`src/design/avc_config_record_parser_top_assert.svh`:
```
// Assertion macros shared by the configuration record parser modules.
`ifndef AVC_CONFIG_RECORD_PARSER_TOP_ASSERT_SVH
`define AVC_CONFIG_RECORD_PARSER_TOP_ASSERT_SVH
`ifndef ASSERT_OFF
`define AVCP_ASSERT(label, prop, msg) \
	label: assert property (@(posedge clk) disable iff (!arst_n) prop) else $error(msg);
`define AVCP_NEVER(label, cond, msg) \
	label: assert property (@(posedge clk) disable iff (!arst_n) !(cond)) else $error(msg);
`else
`define AVCP_ASSERT(label, prop, msg)
`define AVCP_NEVER(label, cond, msg)
`endif
`endif

```
`src/design/avcp_pkg.sv`:
```
// Types and constants of the configuration record parser.
`timescale 1ns / 1ps
package avcp_pkg;

	typedef enum logic [3:0] {
		PH_IDLE,
		PH_VERSION,
		PH_PROFILE,
		PH_COMPAT,
		PH_LEVEL,
		PH_LENSIZE,
		PH_SPSCOUNT,
		PH_LEN_HI,
		PH_LEN_LO,
		PH_PAYLOAD,
		PH_PPSCOUNT,
		PH_CHROMA,
		PH_LUMA,
		PH_CHROMAD,
		PH_EXTCOUNT,
		PH_TRAILING
	} phase_t;

	typedef enum logic [1:0] {
		LIST_SPS,
		LIST_PPS,
		LIST_EXT
	} list_t;

	localparam logic [4:0] KIND_VERSION     = 5'd0;
	localparam logic [4:0] KIND_PROFILE     = 5'd1;
	localparam logic [4:0] KIND_COMPAT      = 5'd2;
	localparam logic [4:0] KIND_LEVEL       = 5'd3;
	localparam logic [4:0] KIND_LENSIZE     = 5'd4;
	localparam logic [4:0] KIND_SPSCOUNT    = 5'd5;
	localparam logic [4:0] KIND_SPSLEN      = 5'd6;
	localparam logic [4:0] KIND_SPSBYTE     = 5'd7;
	localparam logic [4:0] KIND_PPSCOUNT    = 5'd8;
	localparam logic [4:0] KIND_PPSLEN      = 5'd9;
	localparam logic [4:0] KIND_PPSBYTE     = 5'd10;
	localparam logic [4:0] KIND_CHROMA      = 5'd11;
	localparam logic [4:0] KIND_LUMADEPTH   = 5'd12;
	localparam logic [4:0] KIND_CHROMADEPTH = 5'd13;
	localparam logic [4:0] KIND_EXTCOUNT    = 5'd14;
	localparam logic [4:0] KIND_EXTLEN      = 5'd15;
	localparam logic [4:0] KIND_EXTBYTE     = 5'd16;
	localparam logic [4:0] KIND_TRAILING    = 5'd17;

	localparam logic [7:0] MASK_LENSIZE  = 8'h03;
	localparam logic [7:0] MASK_CHROMA   = 8'h03;
	localparam logic [7:0] MASK_SPSCOUNT = 8'h1F;
	localparam logic [7:0] MASK_DEPTH    = 8'h07;

	localparam logic [7:0] PROFILE_HIGH     = 8'd100;
	localparam logic [7:0] PROFILE_HIGH10   = 8'd110;
	localparam logic [7:0] PROFILE_HIGH422  = 8'd122;
	localparam logic [7:0] PROFILE_HIGH444  = 8'd144;
	localparam int         EXT_MIN_BYTES    = 4;

	localparam int QUEUE_DEPTH = 4;
	localparam int QUEUE_PTR_W = $clog2(QUEUE_DEPTH);

	// One tagged result word.
	typedef struct packed {
		logic        truncated;
		logic        ext_present;
		logic        record_last;
		logic [15:0] byte_index;
		logic [7:0]  set_index;
		logic [15:0] field_value;
		logic [4:0]  field_kind;
	} res_t;

	function automatic logic is_high_profile(logic [7:0] p);
		return p == PROFILE_HIGH || p == PROFILE_HIGH10 ||
			p == PROFILE_HIGH422 || p == PROFILE_HIGH444;
	endfunction

endpackage

```
`src/design/avc_config_record_parser_top.sv`:
```
// Top level of the AVC decoder configuration record parser.
`timescale 1ns / 1ps
// Tags each byte of an avcC record with its field (header bytes, parameter
// set counts, lengths and payload bytes, high-profile extension, trailing).
// One word in and one tagged word out per cycle while neither the full queue
// nor the output holds them back: the classifier updates its field state as
// each byte is taken, and a four-entry queue plus an output register keep
// input and output stalls apart. Bytes that arrive while idle (no first_byte
// since the last record ended) produce no output word.
module avc_config_record_parser_top #(
	parameter int RECORD_LENGTH_BITS = 16
) (
	input  logic        clk,
	input  logic        arst_n,
	input  logic        s_axis_tvalid,
	output logic        s_axis_tready,
	input  logic [23:0] s_axis_tdata,  // data_byte[7:0], record_length[23:8]
	input  logic        s_axis_tuser,  // first_byte
	output logic        m_axis_tvalid,
	input  logic        m_axis_tready,
	// field_value[15:0], set_index[23:16], byte_index[39:24],
	// ext_present[40], truncated[41], zero[47:42]
	output logic [47:0] m_axis_tdata,
	output logic [4:0]  m_axis_tuser,  // field_kind
	output logic        m_axis_tlast   // record_last
);

	avcp_pkg::res_t f_res, q_data, o_data;
	logic           push, pop, q_full, q_empty;

	avcp_front #(
		.RECORD_LENGTH_BITS(RECORD_LENGTH_BITS)
	) u_front (
		.clk          (clk),
		.arst_n       (arst_n),
		.in_valid     (s_axis_tvalid),
		.in_ready     (s_axis_tready),
		.data_byte    (s_axis_tdata[7:0]),
		.first_byte   (s_axis_tuser),
		.record_length(s_axis_tdata[23:8]),
		.q_full       (q_full),
		.push         (push),
		.res          (f_res)
	);

	avcp_queue u_queue (
		.clk   (clk),
		.arst_n(arst_n),
		.push  (push),
		.wdata (f_res),
		.pop   (pop),
		.rdata (q_data),
		.full  (q_full),
		.empty (q_empty)
	);

	avcp_back u_back (
		.clk      (clk),
		.arst_n   (arst_n),
		.q_empty  (q_empty),
		.q_data   (q_data),
		.pop      (pop),
		.out_valid(m_axis_tvalid),
		.out_ready(m_axis_tready),
		.out_data (o_data)
	);

	assign m_axis_tdata = {6'd0, o_data.truncated, o_data.ext_present, o_data.byte_index,
		o_data.set_index, o_data.field_value};
	assign m_axis_tuser = o_data.field_kind;
	assign m_axis_tlast = o_data.record_last;

endmodule

```
`src/design/avcp_front.sv`:
```
// Byte classifier: runs the record field walk and tags each accepted byte.
`timescale 1ns / 1ps
`include "avc_config_record_parser_top_assert.svh"
module avcp_front #(
	parameter int RECORD_LENGTH_BITS = 16
) (
	input  logic               clk,
	input  logic               arst_n,
	input  logic               in_valid,
	output logic               in_ready,
	input  logic [7:0]         data_byte,
	input  logic               first_byte,
	input  logic [15:0]        record_length,
	input  logic               q_full,
	output logic               push,
	output avcp_pkg::res_t     res
);

	localparam int LW = RECORD_LENGTH_BITS;

	avcp_pkg::phase_t phase_q, ph, ph_n;
	avcp_pkg::list_t  list_q, lst, lst_n, lend;
	logic [LW-1:0]    bl_q, bl, bl_n;
	logic [7:0]       prof_q, prof, prof_n;
	logic [7:0]       sl_q, sl, sl_n;
	logic [7:0]       cs_q, cs, cs_n;
	logic [15:0]      pl_q, pl, pl_n;
	logic [15:0]      po_q, po, po_n;
	logic [7:0]       lh_q, lh, lh_n;
	logic             ext_q, ext, ext_n;
	logic             emit, room, do_finish, do_end;
	logic [31:0]      len_wide, len_over;
	logic [LW-1:0]    len_sat, len_start;
	logic [15:0]      full_len;
	logic             take;

	function automatic logic [4:0] len_kind(avcp_pkg::list_t l);
		case (l)
			avcp_pkg::LIST_SPS: return avcp_pkg::KIND_SPSLEN;
			avcp_pkg::LIST_PPS: return avcp_pkg::KIND_PPSLEN;
			default:            return avcp_pkg::KIND_EXTLEN;
		endcase
	endfunction

	function automatic logic [4:0] byte_kind(avcp_pkg::list_t l);
		case (l)
			avcp_pkg::LIST_SPS: return avcp_pkg::KIND_SPSBYTE;
			avcp_pkg::LIST_PPS: return avcp_pkg::KIND_PPSBYTE;
			default:            return avcp_pkg::KIND_EXTBYTE;
		endcase
	endfunction

	function automatic avcp_pkg::phase_t end_phase(avcp_pkg::list_t l, logic r);
		case (l)
			avcp_pkg::LIST_SPS: return avcp_pkg::PH_PPSCOUNT;
			avcp_pkg::LIST_PPS: return r ? avcp_pkg::PH_CHROMA : avcp_pkg::PH_TRAILING;
			default:            return avcp_pkg::PH_TRAILING;
		endcase
	endfunction

	assign in_ready = !q_full;
	assign take     = in_valid && in_ready;
	assign push     = take && emit;

	// Saturate the record length to the counter width; zero counts as one.
	always_comb begin
		len_wide  = {16'd0, record_length};
		len_over  = len_wide >> LW;
		len_sat   = (len_over != 32'd0) ? {LW{1'b1}} : len_wide[LW-1:0];
		len_start = (len_sat == '0) ? LW'(1) : len_sat;
	end

	always_comb begin
		ph   = phase_q;
		lst  = list_q;
		bl   = bl_q;
		prof = prof_q;
		sl   = sl_q;
		cs   = cs_q;
		pl   = pl_q;
		po   = po_q;
		lh   = lh_q;
		ext  = ext_q;
		if (first_byte) begin
			ph   = avcp_pkg::PH_VERSION;
			lst  = avcp_pkg::LIST_SPS;
			bl   = len_start;
			prof = '0;
			sl   = '0;
			cs   = '0;
			pl   = '0;
			po   = '0;
			lh   = '0;
			ext  = 1'b0;
		end
		ph_n      = ph;
		lst_n     = lst;
		bl_n      = bl;
		prof_n    = prof;
		sl_n      = sl;
		cs_n      = cs;
		pl_n      = pl;
		po_n      = po;
		lh_n      = lh;
		ext_n     = ext;
		emit      = 1'b0;
		res       = '0;
		do_finish = 1'b0;
		do_end    = 1'b0;
		lend      = lst;
		room      = 1'b0;
		full_len  = {lh, data_byte};
		if (ph == avcp_pkg::PH_IDLE || bl == '0) begin
			ph_n = avcp_pkg::PH_IDLE;
		end else begin
			emit = 1'b1;
			bl_n = bl - LW'(1);
			room = (bl_n >= LW'(avcp_pkg::EXT_MIN_BYTES)) && avcp_pkg::is_high_profile(prof);
			res.field_value = {8'd0, data_byte};
			case (ph)
				avcp_pkg::PH_VERSION: begin
					res.field_kind = avcp_pkg::KIND_VERSION;
					ph_n = avcp_pkg::PH_PROFILE;
				end
				avcp_pkg::PH_PROFILE: begin
					res.field_kind = avcp_pkg::KIND_PROFILE;
					prof_n = data_byte;
					ph_n = avcp_pkg::PH_COMPAT;
				end
				avcp_pkg::PH_COMPAT: begin
					res.field_kind = avcp_pkg::KIND_COMPAT;
					ph_n = avcp_pkg::PH_LEVEL;
				end
				avcp_pkg::PH_LEVEL: begin
					res.field_kind = avcp_pkg::KIND_LEVEL;
					ph_n = avcp_pkg::PH_LENSIZE;
				end
				avcp_pkg::PH_LENSIZE: begin
					res.field_kind = avcp_pkg::KIND_LENSIZE;
					res.field_value = {8'd0, data_byte & avcp_pkg::MASK_LENSIZE};
					ph_n = avcp_pkg::PH_SPSCOUNT;
				end
				avcp_pkg::PH_SPSCOUNT: begin
					res.field_kind = avcp_pkg::KIND_SPSCOUNT;
					res.field_value = {8'd0, data_byte & avcp_pkg::MASK_SPSCOUNT};
					lst_n = avcp_pkg::LIST_SPS;
					sl_n  = data_byte & avcp_pkg::MASK_SPSCOUNT;
					cs_n  = '0;
					lend  = avcp_pkg::LIST_SPS;
					if (sl_n == '0) do_end = 1'b1;
					else ph_n = avcp_pkg::PH_LEN_HI;
				end
				avcp_pkg::PH_LEN_HI: begin
					res.field_kind  = len_kind(lst);
					res.field_value = {data_byte, 8'd0};
					res.set_index   = cs;
					lh_n = data_byte;
					ph_n = avcp_pkg::PH_LEN_LO;
				end
				avcp_pkg::PH_LEN_LO: begin
					res.field_kind  = len_kind(lst);
					res.field_value = full_len;
					res.set_index   = cs;
					pl_n = full_len;
					po_n = '0;
					if (full_len == '0) do_finish = 1'b1;
					else ph_n = avcp_pkg::PH_PAYLOAD;
				end
				avcp_pkg::PH_PAYLOAD: begin
					res.field_kind = byte_kind(lst);
					res.set_index  = cs;
					res.byte_index = po;
					po_n = po + 16'd1;
					pl_n = pl - 16'd1;
					if (pl_n == '0) do_finish = 1'b1;
				end
				avcp_pkg::PH_PPSCOUNT: begin
					res.field_kind = avcp_pkg::KIND_PPSCOUNT;
					lst_n = avcp_pkg::LIST_PPS;
					sl_n  = data_byte;
					cs_n  = '0;
					lend  = avcp_pkg::LIST_PPS;
					if (data_byte == '0) do_end = 1'b1;
					else ph_n = avcp_pkg::PH_LEN_HI;
				end
				avcp_pkg::PH_CHROMA: begin
					res.field_kind = avcp_pkg::KIND_CHROMA;
					res.field_value = {8'd0, data_byte & avcp_pkg::MASK_CHROMA};
					ph_n = avcp_pkg::PH_LUMA;
				end
				avcp_pkg::PH_LUMA: begin
					res.field_kind = avcp_pkg::KIND_LUMADEPTH;
					res.field_value = {8'd0, data_byte & avcp_pkg::MASK_DEPTH};
					ph_n = avcp_pkg::PH_CHROMAD;
				end
				avcp_pkg::PH_CHROMAD: begin
					res.field_kind = avcp_pkg::KIND_CHROMADEPTH;
					res.field_value = {8'd0, data_byte & avcp_pkg::MASK_DEPTH};
					ph_n = avcp_pkg::PH_EXTCOUNT;
				end
				avcp_pkg::PH_EXTCOUNT: begin
					res.field_kind = avcp_pkg::KIND_EXTCOUNT;
					lst_n = avcp_pkg::LIST_EXT;
					sl_n  = data_byte;
					cs_n  = '0;
					lend  = avcp_pkg::LIST_EXT;
					if (data_byte == '0) do_end = 1'b1;
					else ph_n = avcp_pkg::PH_LEN_HI;
				end
				default: begin
					res.field_kind = avcp_pkg::KIND_TRAILING;
					ph_n = avcp_pkg::PH_TRAILING;
				end
			endcase
			// Close the set; the last set of a list closes the list.
			if (do_finish) begin
				sl_n = sl - 8'd1;
				cs_n = cs + 8'd1;
				lend = lst;
				if (sl_n == '0) do_end = 1'b1;
				else ph_n = avcp_pkg::PH_LEN_HI;
			end
			if (do_end) begin
				ph_n = end_phase(lend, room);
				if (lend == avcp_pkg::LIST_PPS && room) ext_n = 1'b1;
			end
			if (bl_n == '0) begin
				res.record_last = 1'b1;
				res.ext_present = ext_n;
				res.truncated   = (ph_n != avcp_pkg::PH_TRAILING);
				ph_n = avcp_pkg::PH_IDLE;
			end
		end
	end

	always_ff @(posedge clk or negedge arst_n) begin
		if (!arst_n) begin
			phase_q <= avcp_pkg::PH_IDLE;
			list_q  <= avcp_pkg::LIST_SPS;
			bl_q    <= '0;
			prof_q  <= '0;
			sl_q    <= '0;
			cs_q    <= '0;
			pl_q    <= '0;
			po_q    <= '0;
			lh_q    <= '0;
			ext_q   <= 1'b0;
		end else if (take) begin
			phase_q <= ph_n;
			list_q  <= lst_n;
			bl_q    <= bl_n;
			prof_q  <= prof_n;
			sl_q    <= sl_n;
			cs_q    <= cs_n;
			pl_q    <= pl_n;
			po_q    <= po_n;
			lh_q    <= lh_n;
			ext_q   <= ext_n;
		end
	end

	`AVCP_NEVER(a_idle_silent, push && !first_byte && phase_q == avcp_pkg::PH_IDLE, "word tagged while idle")
	`AVCP_ASSERT(a_ext_needs_hp, ext_q |-> avcp_pkg::is_high_profile(prof_q), "extension without high profile")
	`AVCP_NEVER(a_flags_only_last, push && !res.record_last && (res.truncated || res.ext_present), "end flags off the last word")

endmodule

```
`src/design/avcp_queue.sv`:
```
// Short FIFO between the classifier and the output stage.
`timescale 1ns / 1ps
`include "avc_config_record_parser_top_assert.svh"
module avcp_queue (
	input  logic           clk,
	input  logic           arst_n,
	input  logic           push,
	input  avcp_pkg::res_t wdata,
	input  logic           pop,
	output avcp_pkg::res_t rdata,
	output logic           full,
	output logic           empty
);

	avcp_pkg::res_t                    mem_q [avcp_pkg::QUEUE_DEPTH];
	logic [avcp_pkg::QUEUE_PTR_W-1:0] wr_q, rd_q;
	logic [avcp_pkg::QUEUE_PTR_W:0]   cnt_q;

	assign full  = (cnt_q == (avcp_pkg::QUEUE_PTR_W + 1)'(avcp_pkg::QUEUE_DEPTH));
	assign empty = (cnt_q == '0);
	assign rdata = mem_q[rd_q];

	always_ff @(posedge clk) begin
		if (push) begin
			mem_q[wr_q] <= wdata;
		end
	end

	always_ff @(posedge clk or negedge arst_n) begin
		if (!arst_n) begin
			wr_q  <= '0;
			rd_q  <= '0;
			cnt_q <= '0;
		end else begin
			if (push) wr_q <= wr_q + 1'b1;
			if (pop) rd_q <= rd_q + 1'b1;
			case ({push, pop})
				2'b10:   cnt_q <= cnt_q + 1'b1;
				2'b01:   cnt_q <= cnt_q - 1'b1;
				default: cnt_q <= cnt_q;
			endcase
		end
	end

	`AVCP_NEVER(a_no_overflow, push && full, "push into full queue")
	`AVCP_NEVER(a_no_underflow, pop && empty, "pop from empty queue")

endmodule

```
`src/design/avcp_back.sv`:
```
// Output stage: registers one result word toward the downstream side.
`timescale 1ns / 1ps
module avcp_back (
	input  logic           clk,
	input  logic           arst_n,
	input  logic           q_empty,
	input  avcp_pkg::res_t q_data,
	output logic           pop,
	output logic           out_valid,
	input  logic           out_ready,
	output avcp_pkg::res_t out_data
);

	logic           valid_q;
	avcp_pkg::res_t data_q;

	// Refill whenever the register is empty or being drained.
	assign pop       = !q_empty && (!valid_q || out_ready);
	assign out_valid = valid_q;
	assign out_data  = data_q;

	always_ff @(posedge clk or negedge arst_n) begin
		if (!arst_n) begin
			valid_q <= 1'b0;
		end else if (!valid_q || out_ready) begin
			valid_q <= !q_empty;
		end
	end

	always_ff @(posedge clk) begin
		if (pop) begin
			data_q <= q_data;
		end
	end

endmodule

```
`config.mk`:
```
export PLATFORM = sky130hd
export DESIGN_NAME = avc_config_record_parser_top
export DESIGN_NICKNAME = d
export VERILOG_FILES = /design/src/design/avcp_pkg.sv /design/src/design/avc_config_record_parser_top.sv /design/src/design/avcp_front.sv /design/src/design/avcp_queue.sv /design/src/design/avcp_back.sv
export VERILOG_INCLUDE_DIRS = /design/src /design/src/design
export SDC_FILE = /design/constraint.sdc
export NUM_CORES = 1
export LEC_CHECK = 0
export BUFFER_PORTS_ARGS = -buffer_cell sky130_fd_sc_hd__buf_4
export CAP_MARGIN = 10
export CELL_PAD_IN_SITES_DETAIL_PLACEMENT = 1
export CELL_PAD_IN_SITES_GLOBAL_PLACEMENT = 1
export CORE_MARGIN = 2
export CORE_UTILIZATION = 27
export CTS_CLUSTER_DIAMETER = 120
export CTS_CLUSTER_SIZE = 16
export DETAILED_ROUTE_END_ITERATION = 10
export PLACE_DENSITY = 0.6
export SLEW_MARGIN = 20
export SYNTH_ARGS = -nofsm -noshare
export SYNTH_HDL_FRONTEND = slang
export SYNTH_HIERARCHICAL = 1
export SYNTH_SLANG_ARGS = --single-unit
```
`constraint.sdc`:
```
create_clock -name clk -period 5.3 [get_ports clk]
set_clock_uncertainty 0.2 [all_clocks]
set_input_delay 0.795 -clock clk [delete_from_list [all_inputs] [get_ports clk]]
set_output_delay 0.795 -clock clk [all_outputs]
set_load 0.01 [all_outputs]
```
* Word level (Yosys, flattened, before mapping)
Memories as Yosys holds them, arrays and structs flattened. A register that Yosys moved wholly into a read port is not among the register bits.
Index checks and enable logic that the tools add are counted.
** Operators by class
- Magnitude comparators :: 1
- Add/sub/neg operators :: 9
- Eq/ne operators :: 24
- Reductions and logical operators :: 32
- Mux-type cells :: 67
** Operators with widths (count)
- $mux W16 :: 8
- $mux W8 :: 14
- $logic_not A16 Y1 :: 5
- $pmux W16 S5 :: 1
- $pmux W5 S13 :: 1
- $pmux W16 S2 :: 2
- $pmux W4 S13 :: 1
- $mux W48 :: 1
- $mux W4 :: 10
- $sub A16 B1 Y16 const B :: 2
- $eq A4 B4 Y1 const B :: 7
- $eq A8 B7 Y1 const B :: 3
- $logic_not A8 Y1 :: 3
- $add A16 B1 Y16 const B :: 1
- $eq A4 B3 Y1 const B :: 4
- $ge A16 B3 Y1 const B :: 1
- $pmux W4 S2 :: 2
- $pmux W8 S2 :: 1
- $mux W1 :: 15
- $pmux W5 S2 :: 1
- $add A8 B1 Y8 const B :: 1
- $eq A4 B2 Y1 const B :: 2
- $eq A8 B8 Y1 const B :: 1
- $mux W2 :: 4
- 22 further kinds :: 42
** Word-level totals
- Word-level logic and storage cells :: 148
- Flip-flop bits (word level) :: 95
- Output and inout port bits :: 56
- RAM bits :: 192
- Memories :: 1
** Memories
- u_queue.mem_q :: depth 4, width 48, rd ports 1, clocked after memory_dff 1, wr ports 1, line avcp_queue.sv:15 : avcp_pkg::res_t mem_q [avcp_pkg::QUEUE_DEPTH];

* Longest topological paths before layout
Gate-level depths: netlist of the first run.
- Word-level depth :: 15
- Gate-level depth with buffers :: 19

* Modules after synthesis
Netlist of the first run, hierarchy kept.
** Modules (own cells, without submodules)
- avcp_queue :: cells each 288, area an instance 7379.6 um2, seq. area each 5940.7 um2, times used 1
- avcp_front :: cells each 874, area an instance 6759.0 um2, seq. area each 2177.1 um2, times used 1
- avcp_back :: cells each 53, area an instance 1491.4 um2, seq. area each 1466.4 um2, times used 1
- avc_config_record_parser_top :: cells each 7, area an instance 48.8 um2, seq. area each 0.0 um2, times used 1

* Least setup slack after synthesis of the first run
Ideal clock, no wire load.
- Path kind :: input -> register
- Start :: input s_axis_tuser
- End :: register u_front.sl_q[0]
- Setup time :: 0.121 ns
- Slack :: 0.550 ns
- Stages :: 18
- Arrival :: 4.429 ns
- Buffers on the path :: 7
- Data required time :: 4.979 ns
- Path through :: clkbuf_1 -> clkinv_1 -> clkbuf_1 -> clkbuf_1 -> clkbuf_1 -> buf_1 -> nand2_1 -> ha_1 -> xnor2_1 -> nand4_1 -> a2111o_1 -> nor4_4 -> a31oi_4 -> nand2b_1 -> buf_6 -> a21o_1 -> buf_2 -> a22o_1
** On the way
- Word-level cells in the longest chain between the ends :: 8
** Ends and longest elaborated chain
- start: declaration :: line avc_config_record_parser_top.sv:18 : input logic s_axis_tuser,
- $mux W16 :: line avcp_front.sv:84 : if (first_byte) begin
- $sub A16 B1 Y16 :: line avcp_front.sv:174 : pl_n = pl - 16'd1;
- $logic_not A16 Y1 :: line avcp_front.sv:175 : if (pl_n == '0) do_finish = 1'b1;
- $mux W1 :: line avcp_front.sv:175
- $pmux W1 S2 :: line avcp_front.sv:120 : case (ph)
- $mux W1 :: line avcp_front.sv:113 : if (ph == avcp_pkg::PH_IDLE || bl == '0) begin
- $mux W8 :: line avcp_front.sv:216 : if (do_finish) begin
- $mux W8 (*) :: line avcp_front.sv:113
- end signal: assignment :: line avcp_front.sv:253 : sl_q <= sl_n;
- end: declaration :: line avcp_front.sv:25 : logic [7:0] sl_q, sl, sl_n;
Every way passes the cells marked *; elsewhere a longest branch is shown, timed or not. The select of a mux whose other input is x is not followed.
A chain may end at the register's enable or synchronous reset.

==> impl_summary.txt, run 1 <==
----------------------------------------------------
[Outcome]
  Result of the run ... finished, final reports clean

[Setup path]
  Number of buffers and inverters on the critical path ... 0
  Launch point of the worst reg-to-reg path ... u_front/phase_q[2]$_DFFE_PN0P_
  Critical Setup Path Class ... reg2reg
  Worst R2R Setup Slack ... 1150 ps
  Cell repeated most along the worst path ... nor2_1
  Crit Reg-Reg Endpoint ... u_queue/mem_q[3][47]$_DFFE_PP_
  Req. time, crit path ... 5400 ps
  Cell family with the largest share of critical-path delay ... simple AND/OR/NAND/NOR gates
  Critical Path, Cell by Cell ... nor2_1 -> nand2_1 -> nor2_1 -> and3_1 -> a31o_2 -> a21oi_1 -> a311o_1 -> a31oi_1
  Max Fanout on Critical Path ... 22
  Biggest cell delay along the critical path ... 660 ps
  Logic depth of the worst register-to-register path ... 8
  Worst Setup End Kind ... register
  Critical Path Source Type ... register
  Cell with the largest stage delay on the worst path ... dfrtp_1
  Worst EP arrival ... 4240 ps

[Timing]
  Clock period minus final worst setup slack ... 4150 ps
  Worst slew slack as a fraction of its limit ... 28.8%
  Transition at the pin with the smallest max-transition slack ... 1060 ps
  Aggregate negative setup slack ... 0 ps
  Achievable frequency ... 241 MHz
  Post-route fraction of the period consumed by the critical path ... 78.2%
  Final max-slew violation count ... 0
  Total of endpoints with negative setup slack in the final report ... 0
  Final Hold Vio Count ... 0
  Setup repair after global routing missed its margin ... false

[Layout]
  Fill cell count ... 6248
  Number of non-filler instances in the completed layout ... 2074
  Final Cell Area ... 17900 um^2
  Area Overhead vs Synth ... 14.1%
  Number of antenna diodes ... 0
  Core Util, Final ... 31.1%
  Post-layout net count ... 1332
  Fraction of final layout cells with drive strength greater than 1 ... 16.5%

[Logic synthesis]
  Async set-or-reset flop fraction in the synthesized netlist ... 28.4%
  Warnings, synthesis ... 6
  Portion of netlist area occupied by mux cells ... 7.84%
  Post-synth EDFFs ... 240
  Synthesized-area fraction occupied by adder cells ... 1.01%
  Simple-gate portion of the synthesized area ... 12.8%
  Parity-gate share of the synthesized area counting xor and xnor cells ... 1.56%
  Synth Instances ... 1222
  Unique cell type count in the Yosys netlist ... 84
  Sequential share of the synthesized area ... 61.1%
  Most used flip-flop cell after synthesis ... edfxtp_1
  Syn Area/Cell ... 12.8 um^2
  Cell area after synthesis ... 15700 um^2
  Post-synthesis register bit count ... 335
  Dominant combinational cell family by area after synthesis ... simple AND/OR/NAND/NOR gates
  Share of the synthesized area in compound gates (AO/OA/AOI/OAI) ... 12.2%

[Detailed routing]
  ANT nets after route ... 0
  Topmost layer with routed signal wires ... met4
  Routed vias ... 10700
  WL/cell ... 21.2 um
  Routed length on met2 ... 21400 um
  DR pass1 iterations ... 7
  DRC violation count after routing ... 0
  Met3 WL ... 1620 um
  Routed length on met1 ... 20000 um
  Number of violations reported at the end of detailed-routing iteration 0 ... 801
  Number of vias per cell ... 5.15
  Wire length reported by the detailed router ... 44100 um

[Global routing]
  Congestion Overflow GR ... 0
  Global-route wire length before repair ... 69200 um
  Via count of the first global-routing pass ... 11400
  Antenna violations before repair ... 0
  Pin count of the biggest net entering global routing ... 54
  GRT Overall Usage ... 14.8%

[Floorplan]
  Initial standard-cell utilization of the core ... 27.2%
  Die outline height ... 245 um
  Core Box Area ... 57600 um^2
  Io pins ... 85
  Total number of placement rows ... 88
  Die Width ... 245 um
  Die footprint ... 60000 um^2

[Place]
  HPWL reported at the end of detailed placement ... 29300 um
  Cell area after placement ... 17100 um^2
  Number of buffers inserted by port buffering ... 78
  Total instance count after detailed placement ... 2028
  RD Place Congestion ... 0.884

[Power and ir drop]
  Power Density ... 507 nW/um^2
  IR drop worst, VDD ... 0.000236 V
  Leakage Power ... 6.44 nW
  Total Power Consumption ... 0.00907 W

[Clock tree]
  Number of buffers created by CTS ... 25
  Clock-pin slew reported for the worst setup and hold paths after clock tree synthesis ... 80 ps
  Source-to-sink clock delay at the later pin of the worst-skew pair ... 560 ps
  CTS hold repair buffers ... 0
  Resized cells post-CTS ... 0
  Number of setup buffers added after CTS ... 0
  Number of H-tree branching levels ... 1
  Number of sinks on the clock net ... 335
  Clock tree from TritonCTS ... done
  Clk root buf ... clkbuf_16
  Worst-case clock buffer depth ... 3

[Job]
  Number of maximum-capacitance constraint violations ... 0

[Hold path]
  Hold crit path type ... in2async

----------------------------------------------------
## cell usage after synthesis, types with 4 or more instances
library cell / number / area, um^2
a211oi_1: 4 / 30.0
a21oi_1: 55 / 275
a22o_1: 36 / 315
a22oi_1: 7 / 52.6
a31oi_1: 17 / 106
a32o_1: 4 / 40.0
a41oi_1: 4 / 35.0
and2_1: 6 / 37.5
and3_1: 28 / 175
and4_1: 4 / 35.0
buf_1: 7 / 26.3
buf_12: 5 / 100
buf_2: 7 / 35.0
buf_4: 7 / 52.6
clkbuf_1: 47 / 176
dfrtp_1: 95 / 2380
edfxtp_1: 240 / 7210
ha_1: 11 / 138
inv_1: 27 / 101
mux2_2: 6 / 67.6
mux2i_1: 8 / 80.1
mux4_2: 48 / 1080
nand2_1: 103 / 387
nand2b_1: 5 / 31.3
nand3_1: 27 / 135
nand4_1: 6 / 37.5
nor2_1: 86 / 323
nor2b_1: 23 / 144
nor3_1: 31 / 155
nor3b_1: 8 / 60.1
nor4_1: 22 / 138
nor4b_1: 5 / 43.8
o211ai_1: 9 / 67.6
o21ai_0: 75 / 375
o21ai_1: 10 / 50.1
o22ai_1: 6 / 37.5
o31a_1: 4 / 35.0
o31ai_1: 11 / 82.6
or3_1: 8 / 50.1
or4_1: 17 / 128
xnor2_1: 18 / 158
xor2_1: 10 / 87.6
## kinds of logic (layout without fill, tap and decap cells)
logic type / Yosys count / count (layout)
AOI/OAI and AO/OA: 286 / 286
and+or+nand+nor: 392 / 392
buffers and inverters: 106 / 188
DFF: 335 / 335
other: 1 / 6
xor gates and xnor gates: 28 / 28
muxes: 62 / 62
adders and majority gates: 12 / 12
## per-layer routing
layer	track usage [%]	up-vias
li1	-	4847
met3	1.50	65
met1	20.0	5548
met5	0	-
met4	3.98	0
met2	25.4	216
## how the worst max path moves through the flow
stage	start	to	slack [ps]	cells after the start
after floorplan	s_axis_tuser	u_front/sl_q[0]$_DFFE_PN0P_	550	18
after global placement	s_axis_tuser	u_queue/mem_q[0][47]$_DFFE_PP_	940	12
after detailed placement	s_axis_tuser	u_queue/mem_q[3][47]$_DFFE_PP_	810	12
after CTS	u_front/phase_q[2]$_DFFE_PN0P_	u_queue/mem_q[3][47]$_DFFE_PP_	1270	8
after global routing	u_front/phase_q[2]$_DFFE_PN0P_	u_queue/mem_q[1][47]$_DFFE_PP_	940	8
final	u_front/phase_q[2]$_DFFE_PN0P_	u_queue/mem_q[3][47]$_DFFE_PP_	1150	8
## cell type report
class	instances	area [um^2]	share of cell area (%)
clock inverter	2	25.0	0.140
timing repair buffer	113	893	4.99
multi-input combinational	786	5600	31.3
clock buffer	43	714	3.99
sequential	335	9590	53.6
tap	765	957	5.35
inverter	30	113	0.630
## power breakdown
group / total [W] / leakage [nW] / switching [W] / internal [W]
clock network: 0.00184 / 0.352 / 0.000914 / 0.000923
registers: 0.00411 / 3.48 / 0.000454 / 0.00366
logic: 0.00313 / 2.60 / 0.00182 / 0.00131
## cells in the final DEF (no fill, tap or decap), types with 28 or more instances in the layout
cell      Yosys  final
o21ai_0      75     75
buf_4         7    110
dfrtp_1      95     93
nor3_1       31     30
nor2_1       86     86
a21oi_1      55     55
nand2_1     103    103
mux4_2       48     48
and3_1       28     28
a22o_1       36     36
edfxtp_1    240    240
## sequential cells by signal, summed over array words and instances (netlist names), 3 cells and up
| register | flops |
|---|---|
| u_front/bl_q | 16 |
| u_front/po_q | 16 |
| u_front/prof_q | 8 |
| u_front/phase_q | 4 |
| u_front/lh_q | 8 |
| u_queue/cnt_q | 3 |
| u_queue/mem_q | 192 |
| u_front/sl_q | 8 |
| u_back/out_data | 48 |
| u_front/cs_q | 8 |
| u_front/pl_q | 16 |
## stage by stage
stage | setup WS (ps) | hold slack, ps
2_1_floorplan | 550 | 246
3_3_place_gp | 942 | 267
3_5_place_dp | 812 | 284
4_1_cts | 1270 | 124
5_1_grt | 941 | 161
6_report | 1150 | 122
Power figures use the tool's default switching activity.
==> run 2: changes to the inputs <==
Settings changed: PLACE_DENSITY 0.6 to 0.62.
Clock period 5.3 ns to 3.75 ns, I/O delays scaled along.
==> impl_summary.txt, run 2 (synthesis results as in run 1) <==
----------------------------------------------------
[Detailed routing]
  DRC violation count after routing ... 0
  Met3 WL ... 1530 um
  DR pass1 iterations ... 5
  WL/cell ... 21.2 um
  Routed length on met1 ... 20500 um
  Number of vias per cell ... 5.13
  Routed length on met2 ... 22000 um
  Number of violations reported at the end of detailed-routing iteration 0 ... 656
  Routed vias ... 10900
  Topmost layer with routed signal wires ... met4
  ANT nets after route ... 0
  Wire length reported by the detailed router ... 45100 um

[Clock tree]
  Clk root buf ... clkbuf_16
  Number of setup buffers added after CTS ... 0
  Clock-pin slew reported for the worst setup and hold paths after clock tree synthesis ... 80 ps
  Number of H-tree branching levels ... 1
  Number of buffers created by CTS ... 25
  Number of sinks on the clock net ... 335
  Worst-case clock buffer depth ... 3
  Clock tree from TritonCTS ... done
  Source-to-sink clock delay at the later pin of the worst-skew pair ... 550 ps

[Global routing]
  GRT Overall Usage ... 15.1%
  Global-route wire length before repair ... 70400 um
  Congestion Overflow GR ... 0
  Antenna violations before repair ... 0
  Via count of the first global-routing pass ... 11400
  Pin count of the biggest net entering global routing ... 51

[Floorplan]
  Die Width ... 245 um
  Die footprint ... 60000 um^2
  Total number of placement rows ... 88
  Io pins ... 85
  Core Box Area ... 57600 um^2
  Die outline height ... 245 um
  Initial standard-cell utilization of the core ... 27.2%

[Power and ir drop]
  IR drop worst, VDD ... 0.000413 V
  Power Density ... 708 nW/um^2
  Leakage Power ... 6.75 nW

[Outcome]
  Result of the run ... finished, final reports clean

[Timing]
  Aggregate negative setup slack ... 0 ps
  Transition at the pin with the smallest max-transition slack ... 752 ps
  Achievable frequency ... 279 MHz
  Worst slew slack as a fraction of its limit ... 49.8%
  Setup repair after global routing missed its margin ... false
  Final max-slew violation count ... 0
  Post-route fraction of the period consumed by the critical path ... 95.7%
  Clock period minus final worst setup slack ... 3590 ps
  Total of endpoints with negative setup slack in the final report ... 0
  Final Hold Vio Count ... 0

[Setup path]
  Biggest cell delay along the critical path ... 680 ps
  Max Fanout on Critical Path ... 9
  Req. time, crit path ... 3990 ps
  Levels on crit path ... 8
  Number of buffers and inverters on the critical path ... 0
  Cell with the largest stage delay on the worst path ... or4_1
  Critical Path, Cell by Cell ... or4_1 -> or2_4 -> a2111o_1 -> nor4_4 -> a31oi_4 -> nand2b_4 -> a21o_1 -> a22o_1
  Critical Setup Path Class ... reg2reg
  Worst EP arrival ... 3820 ps
  Cell family with the largest share of critical-path delay ... simple AND/OR/NAND/NOR gates
  Critical Path Source Type ... register
  Logic depth of the worst register-to-register path ... 8
  Worst Setup End Kind ... register

[Hold path]
  Cell depth of the worst hold path ... 3
  Hold crit path type ... in2reg

[Layout]
  Leading cell types in the layout, fill and taps excluded ... edfxtp_1 (240), buf_4 (158), nand2_1 (101), dfrtp_1 (93), nor2_1 (86)
  Biggest register ... u_queue/mem_q
  Number of antenna diodes ... 0
  Fraction of final layout cells with drive strength greater than 1 ... 20.2%
  Fill cell count ... 6239
  Post-layout net count ... 1386
  Final Cell Area ... 18400 um^2
  Most frequent standard cell in the layout excluding fill and tap cells ... edfxtp_1
  Number of flip-flops under the largest register name ... 192
  Area Overhead vs Synth ... 17.2%

[Place]
  Number of buffers inserted by port buffering ... 78
  RD Place Congestion ... 0.848
  HPWL reported at the end of detailed placement ... 30900 um
  Cell area after placement ... 17600 um^2

[Job]
  Number of maximum-capacitance constraint violations ... 0

----------------------------------------------------
run 2: cell types whose count changed in the layout (fill, tap and decap cells not counted), sizes merged:
cell         before  now
buf             113  165
dlygate4sd3       0    2
clkbuf           43   42
clkinvlp          0    1
run 2: worst reg2reg max path, delay by kind of cell, from the launching register on:
| kind | cells | cell delay (ps) |
|---|---|---|
| compound gates | 4 | 1280 |
| flops | 1 | 450 |
| simple gates | 4 | 1540 |
run 2: power by group:
group	total, W	internal, W	switching [W]
logic	0.00464	0.00201	0.00263
registers	0.00582	0.00517	0.000652
clock network	0.00254	0.00126	0.00128
total	0.0130	0.00844	0.00457
run 2: area by class of cell:
cell class / count / area, um^2 / area share [%]
Sequential cell: 335 / 9590 / 52.2
Multi-Input combinational cell: 786 / 5650 / 30.8
Timing Repair Buffer: 167 / 1350 / 7.33
Tap cell: 765 / 957 / 5.21
Clock buffer: 42 / 689 / 3.75
Inverter: 30 / 118 / 0.640
Clock inverter: 3 / 23.8 / 0.129
run 2: metal layers:
| layer | global-route usage [%] | vias to the layer above |
|---|---|---|
| li1 | - | 4952 |
| met1 | 20.5 | 5708 |
| met2 | 25.6 | 204 |
| met3 | 1.62 | 55 |
| met4 | 3.93 | 0 |
| met5 | 0 | - |
run 2: path summary, 6_finish.rpt:
kind | startpoint | end | slack [ps]
worst min-delay path | s_axis_tdata[21] | u_front/bl_q[13]$_DFFE_PN0P_ | 130
worst max-delay path | u_front/pl_q[0]$_DFFE_PN0P_ | u_front/sl_q[3]$_DFFE_PN0P_ | 160
min in group asynchronous | arst_n | u_front/bl_q[9]$_DFFE_PN0P_ | 330
worst min register to register | u_front/bl_q[14]$_DFFE_PN0P_ | u_front/bl_q[14]$_DFFE_PN0P_ | 290
max in group asynchronous | arst_n | u_front/lh_q[4]$_DFFE_PN0P_ | 2230
worst max register to register | u_front/pl_q[0]$_DFFE_PN0P_ | u_front/sl_q[3]$_DFFE_PN0P_ | 160
run 2: stage by stage:
step / cells / power [W] / hold WS [ps] / utilization (%) / setup slack, ps
4_1_cts: 2128 / 0.0132 / 98.0 / 31.9 / 156
3_5_place_dp: 2081 / 0.0106 / 276 / 30.6 / 67.5
5_1_grt: 2128 / 0.0138 / 138 / 31.9 / 22.4
3_3_place_gp: 2081 / 0.0105 / 281 / 30.6 / 186
2_1_floorplan: 1227 / 0.00872 / 66.9 / - / 2.30
6_report: 2128 / 0.0130 / 128 / 31.9 / 162
run 2: repair_timing:
| action | CTS | global route |
|---|---|---|
| endpoints found under the setup margin | 0 | 1 |
| hold buffers | 2 | 0 |
| hold endpoints to repair | 35 | 0 |
| resized for setup | 0 | 1 |
